<file path="src/hdl/calc_lex_pkg.sv">
// calc_lex_pkg: types and constants for the calculator expression lexer
// token kinds, per-character actions, character codes and index sizing
// no dependencies
package calc_lex_pkg;

   localparam int MAX_EXPR_LEN = 1024;
   localparam int INDEX_W      = $clog2(MAX_EXPR_LEN);

   localparam logic [7:0] DECIMAL_RESET = 8'h2e;

   localparam logic [7:0] CHAR_DIGIT_LO = 8'h30;
   localparam logic [7:0] CHAR_DIGIT_HI = 8'h39;
   localparam logic [7:0] CHAR_UPPER_LO = 8'h41;
   localparam logic [7:0] CHAR_UPPER_HI = 8'h5a;
   localparam logic [7:0] CHAR_LOWER_LO = 8'h61;
   localparam logic [7:0] CHAR_LOWER_HI = 8'h7a;

   localparam logic [7:0] CHAR_LPAREN     = 8'h28;
   localparam logic [7:0] CHAR_RPAREN     = 8'h29;
   localparam logic [7:0] CHAR_UNDERSCORE = 8'h5f;
   localparam logic [7:0] CHAR_APOSTROPHE = 8'h27;
   localparam logic [7:0] CHAR_COMMA      = 8'h2c;
   localparam logic [7:0] CHAR_POINT      = 8'h2e;
   localparam logic [7:0] CHAR_PLUS       = 8'h2b;
   localparam logic [7:0] CHAR_STAR       = 8'h2a;
   localparam logic [7:0] CHAR_PERCENT    = 8'h25;
   localparam logic [7:0] CHAR_CARET      = 8'h5e;
   localparam logic [7:0] CHAR_LESS       = 8'h3c;
   localparam logic [7:0] CHAR_GREATER    = 8'h3e;
   localparam logic [7:0] CHAR_BANG       = 8'h21;
   localparam logic [7:0] CHAR_EQUALS     = 8'h3d;
   localparam logic [7:0] CHAR_MINUS      = 8'h2d;
   localparam logic [7:0] CHAR_SLASH      = 8'h2f;
   localparam logic [7:0] CHAR_SPACE      = 8'h20;

   localparam logic [10:0] LENGTH_MAX = 11'd2047;
   localparam logic [9:0]  SPACE_MAX  = 10'd1023;

   typedef enum logic [2:0] {
      K_PAR   = 3'd0,
      K_NUM   = 3'd1,
      K_NAME  = 3'd2,
      K_OPER  = 3'd3,
      K_COMMA = 3'd4
   } token_kind_type;

   typedef enum logic [1:0] {
      ACT_DROP    = 2'd0,
      ACT_APPEND  = 2'd1,
      ACT_START   = 2'd2,
      ACT_INVALID = 2'd3
   } action_type;

endpackage

</file>
<file path="src/hdl/calc_expression_lexer.sv">
// calc_expression_lexer: splits a calculator expression into tokens
// reported by their boundaries, one character per request
// depends on calc_lex_pkg
//
// usage
//   req channel: one character (req_char_in) per request, req_last set on
//   the final character of an expression; valid/ready handshake
//   rsp channel: one result per request, in order, valid/ready handshake
//   csr port: csr_write_enable/csr_write_data set the decimal substitute
//   byte; write only while no request is in flight
// timing
//   each request is classified against the token state in the cycle it is
//   accepted; its result is captured in the output register on acceptance
//   throughput is one request per cycle while rsp_ready stays high, set by
//   the token state register and the one-entry output register
// reset
//   synchronous, active high: token state cleared, decimal byte back to
//   '.', no result pending
// stall
//   while a result waits, req_ready follows rsp_ready, so a new request is
//   taken in the same cycle the pending result leaves
module calc_expression_lexer (
   input  logic                          clock,
   input  logic                          reset,
   input  logic                          req_valid,
   output logic                          req_ready,
   input  logic [7:0]                    req_char_in,
   input  logic                          req_last,
   output logic                          rsp_valid,
   input  logic                          rsp_ready,
   output calc_lex_pkg::action_type      rsp_char_action,
   output logic [7:0]                    rsp_out_char,
   output calc_lex_pkg::token_kind_type  rsp_cur_kind,
   output logic                          rsp_token_done,
   output calc_lex_pkg::token_kind_type  rsp_done_type,
   output logic [9:0]                    rsp_done_pos,
   output logic [9:0]                    rsp_char_pos,
   output logic                          rsp_final_done,
   output calc_lex_pkg::token_kind_type  rsp_final_type,
   output logic [10:0]                   rsp_final_pos,
   input  logic                          csr_write_enable,
   input  logic [7:0]                    csr_write_data
);
   import calc_lex_pkg::*;

   localparam logic [INDEX_W-1:0] INDEX_MAX = INDEX_W'(MAX_EXPR_LEN - 1);

   // token state
   token_kind_type     kind_ff, kind_in;
   logic [7:0]         first_ff, first_in;
   logic [10:0]        length_ff, length_in;
   logic               in_func_ff, in_func_in;
   logic [9:0]         space_ff, space_in;
   logic [INDEX_W-1:0] index_ff, index_in;
   logic               failed_ff, failed_in;
   logic [7:0]         decimal_ff;

   // result register
   logic               rsp_valid_ff;
   action_type         action_ff, action_in;
   logic [7:0]         out_char_ff, out_char_in;
   token_kind_type     cur_kind_ff, cur_kind_in;
   logic               done_ff, done_in;
   token_kind_type     done_type_ff, done_type_in;
   logic [9:0]         done_pos_ff, done_pos_in;
   logic [9:0]         char_pos_ff, char_pos_in;
   logic               final_ff, final_in;
   token_kind_type     final_type_ff, final_type_in;
   logic [10:0]        final_pos_ff, final_pos_in;

   logic               req_accept;
   logic               do_start, do_append, bad;
   token_kind_type     start_kind;
   logic [7:0]         write_char;
   logic               digit, letter, lone_len;
   logic [31:0]        index_wide;
   logic [10:0]        index_low, done_diff;

   assign req_ready  = !rsp_valid_ff || rsp_ready;
   assign req_accept = req_valid && req_ready;

   assign index_wide = 32'(index_ff);
   assign index_low  = index_wide[10:0];

   assign digit  = (req_char_in >= CHAR_DIGIT_LO) && (req_char_in <= CHAR_DIGIT_HI);
   assign letter = ((req_char_in >= CHAR_UPPER_LO) && (req_char_in <= CHAR_UPPER_HI)) ||
                   ((req_char_in >= CHAR_LOWER_LO) && (req_char_in <= CHAR_LOWER_HI));
   assign lone_len  = (length_ff == 11'd1);
   assign done_diff = index_low - length_ff - {1'b0, space_ff};

   always_comb begin
      kind_in       = kind_ff;
      first_in      = first_ff;
      length_in     = length_ff;
      in_func_in    = in_func_ff;
      space_in      = space_ff;
      index_in      = index_ff;
      failed_in     = failed_ff;
      action_in     = ACT_DROP;
      out_char_in   = 8'd0;
      done_in       = 1'b0;
      done_type_in  = K_PAR;
      done_pos_in   = 10'd0;
      char_pos_in   = index_wide[9:0];
      final_in      = 1'b0;
      final_type_in = K_PAR;
      final_pos_in  = 11'd0;
      do_start      = 1'b0;
      do_append     = 1'b0;
      bad           = 1'b0;
      start_kind    = K_PAR;
      write_char    = req_char_in;

      if (!failed_ff) begin
         if (req_char_in == CHAR_LPAREN || req_char_in == CHAR_RPAREN) begin
            if (req_char_in == CHAR_LPAREN && kind_ff == K_NAME)
               in_func_in = 1'b1;
            else if (req_char_in == CHAR_RPAREN && in_func_ff)
               in_func_in = 1'b0;
            do_start   = 1'b1;
            start_kind = K_PAR;
         end else if (digit) begin
            if (kind_ff == K_NUM || kind_ff == K_NAME) begin
               do_append = 1'b1;
            end else begin
               do_start   = 1'b1;
               start_kind = K_NUM;
            end
         end else if (req_char_in == CHAR_UNDERSCORE) begin
            if (kind_ff == K_NAME)
               do_append = 1'b1;
            else if (kind_ff != K_NUM)
               bad = 1'b1;
         end else if (req_char_in == CHAR_APOSTROPHE) begin
            if (kind_ff != K_NUM)
               bad = 1'b1;
         end else if (req_char_in == CHAR_COMMA) begin
            if (in_func_ff) begin
               do_start   = 1'b1;
               start_kind = K_COMMA;
            end else if (kind_ff == K_NUM) begin
               do_append  = 1'b1;
               write_char = decimal_ff;
            end else begin
               bad = 1'b1;
            end
         end else if (req_char_in == CHAR_POINT) begin
            if (kind_ff == K_NAME) begin
               do_append = 1'b1;
            end else if (kind_ff == K_NUM) begin
               do_append  = 1'b1;
               write_char = decimal_ff;
            end else begin
               bad = 1'b1;
            end
         end else if (req_char_in == CHAR_PLUS || req_char_in == CHAR_STAR ||
                      req_char_in == CHAR_PERCENT || req_char_in == CHAR_CARET ||
                      req_char_in == CHAR_LESS || req_char_in == CHAR_GREATER ||
                      req_char_in == CHAR_BANG) begin
            do_start   = 1'b1;
            start_kind = K_OPER;
         end else if (req_char_in == CHAR_EQUALS) begin
            if (lone_len && (first_ff == CHAR_GREATER || first_ff == CHAR_LESS ||
                             first_ff == CHAR_EQUALS || first_ff == CHAR_BANG)) begin
               do_append = 1'b1;
            end else if (kind_ff == K_NAME) begin
               do_start   = 1'b1;
               start_kind = K_OPER;
            end else begin
               bad = 1'b1;
            end
         end else if (req_char_in == CHAR_MINUS) begin
            do_start = 1'b1;
            if (kind_ff == K_NAME || kind_ff == K_NUM ||
                (lone_len && first_ff == CHAR_RPAREN))
               start_kind = K_OPER;
            else
               start_kind = K_NUM;
         end else if (req_char_in == CHAR_SLASH) begin
            if (lone_len && first_ff == CHAR_SLASH) begin
               do_append = 1'b1;
            end else begin
               do_start   = 1'b1;
               start_kind = K_OPER;
            end
         end else if (letter) begin
            if (kind_ff == K_NAME) begin
               do_append = 1'b1;
            end else begin
               do_start   = 1'b1;
               start_kind = K_NAME;
            end
         end else if (req_char_in == CHAR_SPACE) begin
            if (space_ff < SPACE_MAX)
               space_in = space_ff + 10'd1;
         end else begin
            bad = 1'b1;
         end

         if (do_start) begin
            if (length_ff != 11'd0) begin
               done_in      = 1'b1;
               done_type_in = kind_ff;
               done_pos_in  = done_diff[9:0];
            end
            kind_in     = start_kind;
            first_in    = req_char_in;
            length_in   = 11'd1;
            action_in   = ACT_START;
            out_char_in = req_char_in;
         end else if (do_append) begin
            if (length_ff < LENGTH_MAX)
               length_in = length_ff + 11'd1;
            action_in   = ACT_APPEND;
            out_char_in = write_char;
         end

         if (bad) begin
            failed_in   = 1'b1;
            action_in   = ACT_INVALID;
            out_char_in = req_char_in;
         end else begin
            if (req_char_in != CHAR_SPACE)
               space_in = 10'd0;
            if (req_last && length_in != 11'd0) begin
               final_in      = 1'b1;
               final_type_in = kind_in;
               final_pos_in  = index_low + 11'd1 - length_in;
            end
         end
      end

      cur_kind_in = kind_in;

      // end of expression: back to the reset state
      if (req_last) begin
         kind_in    = K_PAR;
         first_in   = 8'd0;
         length_in  = 11'd0;
         in_func_in = 1'b0;
         space_in   = 10'd0;
         index_in   = '0;
         failed_in  = 1'b0;
      end else if (index_ff < INDEX_MAX) begin
         index_in = index_ff + INDEX_W'(1);
      end
   end

   always_ff @(posedge clock) begin
      if (reset) begin
         kind_ff      <= K_PAR;
         first_ff     <= 8'd0;
         length_ff    <= 11'd0;
         in_func_ff   <= 1'b0;
         space_ff     <= 10'd0;
         index_ff     <= '0;
         failed_ff    <= 1'b0;
         decimal_ff   <= DECIMAL_RESET;
         rsp_valid_ff <= 1'b0;
      end else begin
         if (csr_write_enable)
            decimal_ff <= csr_write_data;
         if (req_accept) begin
            kind_ff    <= kind_in;
            first_ff   <= first_in;
            length_ff  <= length_in;
            in_func_ff <= in_func_in;
            space_ff   <= space_in;
            index_ff   <= index_in;
            failed_ff  <= failed_in;
         end
         if (req_accept)
            rsp_valid_ff <= 1'b1;
         else if (rsp_ready)
            rsp_valid_ff <= 1'b0;
      end
   end

   always_ff @(posedge clock) begin
      if (req_accept) begin
         action_ff     <= action_in;
         out_char_ff   <= out_char_in;
         cur_kind_ff   <= cur_kind_in;
         done_ff       <= done_in;
         done_type_ff  <= done_type_in;
         done_pos_ff   <= done_pos_in;
         char_pos_ff   <= char_pos_in;
         final_ff      <= final_in;
         final_type_ff <= final_type_in;
         final_pos_ff  <= final_pos_in;
      end
   end

   assign rsp_valid       = rsp_valid_ff;
   assign rsp_char_action = action_ff;
   assign rsp_out_char    = out_char_ff;
   assign rsp_cur_kind    = cur_kind_ff;
   assign rsp_token_done  = done_ff;
   assign rsp_done_type   = done_type_ff;
   assign rsp_done_pos    = done_pos_ff;
   assign rsp_char_pos    = char_pos_ff;
   assign rsp_final_done  = final_ff;
   assign rsp_final_type  = final_type_ff;
   assign rsp_final_pos   = final_pos_ff;

   // a completed token is only reported by a character that starts one
   a_done_on_start: assert property (@(posedge clock) disable iff (reset)
      rsp_valid_ff && done_ff |-> action_ff == ACT_START)
      else $error("token completion without a new token");

   // the last character always returns the lexer to its reset state
   a_last_clears: assert property (@(posedge clock) disable iff (reset)
      req_accept && req_last |=> index_ff == '0 && !failed_ff && length_ff == 11'd0)
      else $error("state not cleared after last character");

   // after an error, characters are dropped until the end
   a_failed_drops: assert property (@(posedge clock) disable iff (reset)
      req_accept && failed_ff |=> action_ff == ACT_DROP && !done_ff && !final_ff)
      else $error("activity after error");

   // an invalid character always leaves the lexer failed unless it ends the expression
   a_invalid_sets_failed: assert property (@(posedge clock) disable iff (reset)
      req_accept && !req_last && action_in == ACT_INVALID |=> failed_ff)
      else $error("invalid character did not set the error flag");

endmodule
</file>
<file path="config.mk">
export PLATFORM = sky130hd
export DESIGN_NAME = calc_expression_lexer
export DESIGN_NICKNAME = d
export VERILOG_FILES = /design/src/hdl/calc_lex_pkg.sv /design/src/hdl/calc_expression_lexer.sv
export SDC_FILE = /design/constraint.sdc
export NUM_CORES = 1
export LEC_CHECK = 0
export BUFFER_PORTS_ARGS = -buffer_cell sky130_fd_sc_hd__buf_2
export CELL_PAD_IN_SITES_DETAIL_PLACEMENT = 1
export CELL_PAD_IN_SITES_GLOBAL_PLACEMENT = 1
export CORE_MARGIN = 10
export CORE_UTILIZATION = 41
export CTS_CLUSTER_DIAMETER = 30
export DETAILED_ROUTE_END_ITERATION = 7
export PLACE_DENSITY = 0.78
export SYNTH_ARGS = -nofsm -noshare
export SYNTH_HDL_FRONTEND = slang
export SYNTH_SLANG_ARGS = --single-unit
</file>
<file path="constraint.sdc">
create_clock -name clock -period 4.37 [get_ports clock]
set_clock_uncertainty 0.15 [all_clocks]
set_input_delay 0.2185 -clock clock [delete_from_list [all_inputs] [get_ports clock]]
set_output_delay 0.2185 -clock clock [all_outputs]
set_load 0.05 [all_outputs]
</file>
==> results.sh <==
export IMPL_status="complete, but fails checks"
export IMPL_violations="setup timing"
export IMPL_ios=76
export IMPL_period_needed_ns=4.54
export IMPL_critPathRequiredTime_ns=4.30
export IMPL_final_cell_count_no_fill=1126
export IMPL_grt_overflow=0
export IMPL_worstPathMaxFanout=4
export IMPL_cpMostUsedCell="inv_2"
export IMPL_ys_warn_count=0
export IMPL_seq_power_share_pct=47.3
export IMPL_routed_via_density=5.72
export IMPL_path_buf_inv=3
export IMPL_first_iter_violations=480
export IMPL_io_buffers=75
export IMPL_whs_ns=0.0208
export IMPL_cts_root_buf="clkbuf_16"
export IMPL_internal_power_w=0.00163
export IMPL_synth_edff_count=52
export IMPL_diodes=0
export IMPL_die_area_um2=21400
export IMPL_placedCellCount=1078
export IMPL_end_kind="register"
export IMPL_maxCapViolations=0
export IMPL_arrival_ns=4.47
export IMPL_drive_above_1_share_pct=32.7
export IMPL_cp_start_kind="register"
export IMPL_initial_core_util_pct=41.4
export IMPL_grt_max_degree=40
export IMPL_cp_slowest_cell="fa_2"
export IMPL_comb_power_share_pct=16.3
export IMPL_syn_to_final_growth_pct=35.2
export IMPL_max_freq_mhz=220
export IMPL_die_w_um=146
export IMPL_fin_nets=972
export IMPL_ys_flop_type="dfxtp_1"
export IMPL_dp_hpwl_um=18400
export IMPL_numCtsBuffers=9
export IMPL_relSlewSlack_pct=41.5
export IMPL_synth_seq_cells=105
export IMPL_clkLatencyLatePin_ns=0.36
export IMPL_p_per_area_nw_per_um2=260
export IMPL_first_pass_iters=4
export IMPL_clkPwrFrac_pct=36.4
export IMPL_worstMarginPinSlew_ns=0.856
export IMPL_antenna_found_initial=0
export IMPL_cts_clk_slew_worst_paths_ns=0.07
export IMPL_syn_area_um2=6530
export IMPL_num_rows=46
export IMPL_wl_per_cell_um=21.9
export IMPL_rsz0062_at_grt="yes"
export IMPL_antenna_left=0
export IMPL_drc=0
export IMPL_grt_total_usage_pct=22.6
export IMPL_synth_cells=701
export IMPL_hold_path_class="primary input to register"
export IMPL_synth_cell_types=76
export IMPL_timing_rr_start="length_ff[1]"
export IMPL_cts_sinks=105
export IMPL_ys_seq_area_share_pct=40.2
export IMPL_slowest_delay_ns=0.42
export IMPL_fill_cells=1849
export IMPL_setup_ws_ns=-0.166
export IMPL_routabilityCongestion=0.978
export IMPL_peakVddDrop_mv=0.178
export IMPL_slew_viol_final=0
export IMPL_cp_startpoint="length_ff[1]"
export IMPL_leakagePower_nw=3.50
export IMPL_grt_pass1_wl_um=38800
export IMPL_grt_pass1_vias=6963
export IMPL_die_y_um=146
export IMPL_setup_violations=4
export IMPL_cts_max_path_buffers=2
export IMPL_hold_start="rsp_ready"
export IMPL_num_vias=6436
export IMPL_path_cells="inv_2 > ha_4 > nor4bb_4 > nand4_1 > o311a_4 > o211ai_4 > nand3_2 > mux2i_2 > nor2_2 > ha_1 > inv_2 > ha_4 > inv_2 > fa_2 > nor2b_4 > o21ai_4 > a21boi_2 > o21ai_2 > a21oi_2 > o21ai_2 > a21boi_1 > nor4_2"
export IMPL_wl_um=24600
export IMPL_syn_avg_cell_area_um2=9.31
export IMPL_p_sw_w=0.000666
export IMPL_finalCritPeriodShare_pct=104
export IMPL_synth_fp_nets=768
export IMPL_htreeDepth=3
export IMPL_path_delay_family="compound AO/OA/AOI/OAI gates"
export IMPL_rrSetupSlack_ns=-0.17
export IMPL_dp_slack_ns=-0.421
export IMPL_p_sw_share_pct=29.0
export IMPL_placeableCoreArea_um2=15800
export IMPL_hold_violations=0
export IMPL_async_reset_ff_share_pct=0
export IMPL_tritoncts="yes"
export IMPL_critPathKind="register to register"
[state kept, by name (all words and copies together), names as in the netlist, 8 cells and up]
| register | count |
|---|---|
| length_ff | 11 |
| rsp_final_pos | 11 |
| char_pos_in | 10 |
| rsp_char_pos | 10 |
| rsp_done_pos | 10 |
| space_ff | 10 |
| decimal_ff | 8 |
| first_ff | 8 |
| rsp_out_char | 8 |
[cell usage after synthesis, types with 5 or more instances]
cell | number | area [µm²]
a22oi_1 | 16 | 120
or3_1 | 9 | 56.3
clkbuf_1 | 18 | 67.6
a21oi_1 | 32 | 160
xnor2_1 | 17 | 149
a21boi_0 | 5 | 37.5
nor2_1 | 73 | 274
nor4_1 | 14 | 87.6
o21ai_0 | 26 | 130
nor3_1 | 26 | 130
nor2b_1 | 6 | 37.5
nand3_1 | 25 | 125
fa_1 | 10 | 200
edfxtp_1 | 52 | 1560
a31oi_1 | 7 | 43.8
o21a_1 | 9 | 67.6
o31ai_1 | 5 | 37.5
ha_1 | 35 | 438
nand2_1 | 49 | 184
a311oi_1 | 6 | 52.6
dfxtp_1 | 53 | 1060
nand2b_1 | 8 | 50.1
nand4_1 | 14 | 87.6
and3_1 | 13 | 81.3
xor2_1 | 11 | 96.3
buf_2 | 8 | 40.0
inv_1 | 49 | 184
mux2i_1 | 12 | 120
[what timing repair did]
action                                  CTS  global route
hold buffers                              9             0
gates resized for setup                  49            16
hold endpoints to repair                  9             0
pin swaps                                22            23
setup buffers                            15            12
endpoints found under the setup margin    4             5
[cell type report]
class	instances	area (µm²)	area share (%)
multi-input combinational	516	3910	44.3
timing repair buffer	224	1540	17.4
clock inverter	6	65.1	0.737
sequential	105	2630	29.8
tap	216	270	3.06
clock buffer	10	229	2.59
inverter	49	184	2.08
[worst paths after layout]
path              cells after the start                to
setup / recovery                     22  rsp_final_pos[9]
hold / removal                        3         rsp_valid
setup reg to reg                     22  rsp_final_pos[9]
hold reg to reg                       2     decimal_ff[5]
[layout by cell type (no fill, tap or decap), types with 4 or more instances in the layout]
| master | synthesis | final |
|---|---|---|
| a211oi_1 | 4 | 4 |
| a21oi_1 | 32 | 30 |
| a22o_1 | 4 | 4 |
| a22oi_1 | 16 | 16 |
| a311oi_1 | 6 | 6 |
| a31oi_1 | 7 | 7 |
| and2_1 | 4 | 4 |
| and3_1 | 13 | 12 |
| buf_2 | 8 | 75 |
| buf_4 | 0 | 137 |
| clkbuf_16 | 0 | 9 |
| dfxtp_1 | 53 | 50 |
| dlygate4sd3_1 | 0 | 9 |
| edfxtp_1 | 52 | 52 |
| fa_1 | 10 | 9 |
| ha_1 | 35 | 25 |
| ha_4 | 0 | 10 |
| inv_1 | 49 | 45 |
| inv_2 | 0 | 4 |
| mux2_2 | 4 | 4 |
| mux2i_1 | 12 | 11 |
| nand2_1 | 49 | 48 |
| nand2b_1 | 8 | 8 |
| nand3_1 | 25 | 21 |
| nand3_2 | 0 | 4 |
| nand4_1 | 14 | 14 |
| nor2_1 | 73 | 70 |
| nor2b_1 | 6 | 5 |
| nor3_1 | 26 | 26 |
| nor4_1 | 14 | 12 |
| o21a_1 | 9 | 9 |
| o21ai_0 | 26 | 21 |
| o21ai_1 | 3 | 4 |
| o31ai_1 | 5 | 5 |
| or3_1 | 9 | 8 |
| or4_1 | 4 | 4 |
| xnor2_1 | 17 | 15 |
| xor2_1 | 11 | 11 |
[logic make-up (layout without fill, tap and decap cells)]
group	count (synthesis)	in the layout	share of synthesized area [%]
flip-flops	105	105	40.2
AO/OA/AOI/OAI	149	149	16.0
AND/OR/NAND/NOR	278	278	22.8
multiplexers	16	16	2.53
XOR/XNOR	28	28	3.76
buffers and inverters	80	289	4.98
adder cells (fa/ha/maj)	45	45	9.78
[routing by layer]
metal / routed length (µm) / up-vias / track usage (%)
met3: 1140 / 39 / 3.40
met2: 12200 / 160 / 38.5
met1: 10700 / 3248 / 28.4
met5: 0 / - / 0
li1: - / 2989 / -
met4: 574 / 0 / 7.81
[worst min-delay path, cell delays in order]
cell and delay [ns]:
buf_2 0.07, nand2b_1 0.12, a21oi_1 0.07
[power by group through the flow]
| stage | logic [W] | registers, W | clock network, W |
|---|---|---|---|
| after detailed placement | 0.000352 | 0.00111 | 0 |
| after global routing | 0.000399 | 0.00109 | 0.000883 |
| after global placement | 0.000345 | 0.00111 | 0 |
| after CTS | 0.000367 | 0.00109 | 0.000842 |
| final | 0.000375 | 0.00109 | 0.000836 |
| after floorplan | 0.000128 | 0.00120 | 0 |
[stage by stage]
stage | instance area [µm²] | utilization [%] | power, W | TNS, ns
2_1_floorplan | 6540 | - | 0.00133 | -0.0227
3_3_place_gp | 7940 | 50.3 | 0.00145 | -0.275
3_5_place_dp | 7940 | 50.3 | 0.00146 | -0.854
4_1_cts | 8680 | 55.1 | 0.00230 | 0
5_1_grt | 8830 | 56.0 | 0.00237 | -1.63
6_report | 8830 | 56.0 | 0.00230 | -0.415
Power figures use the tool's default switching activity.
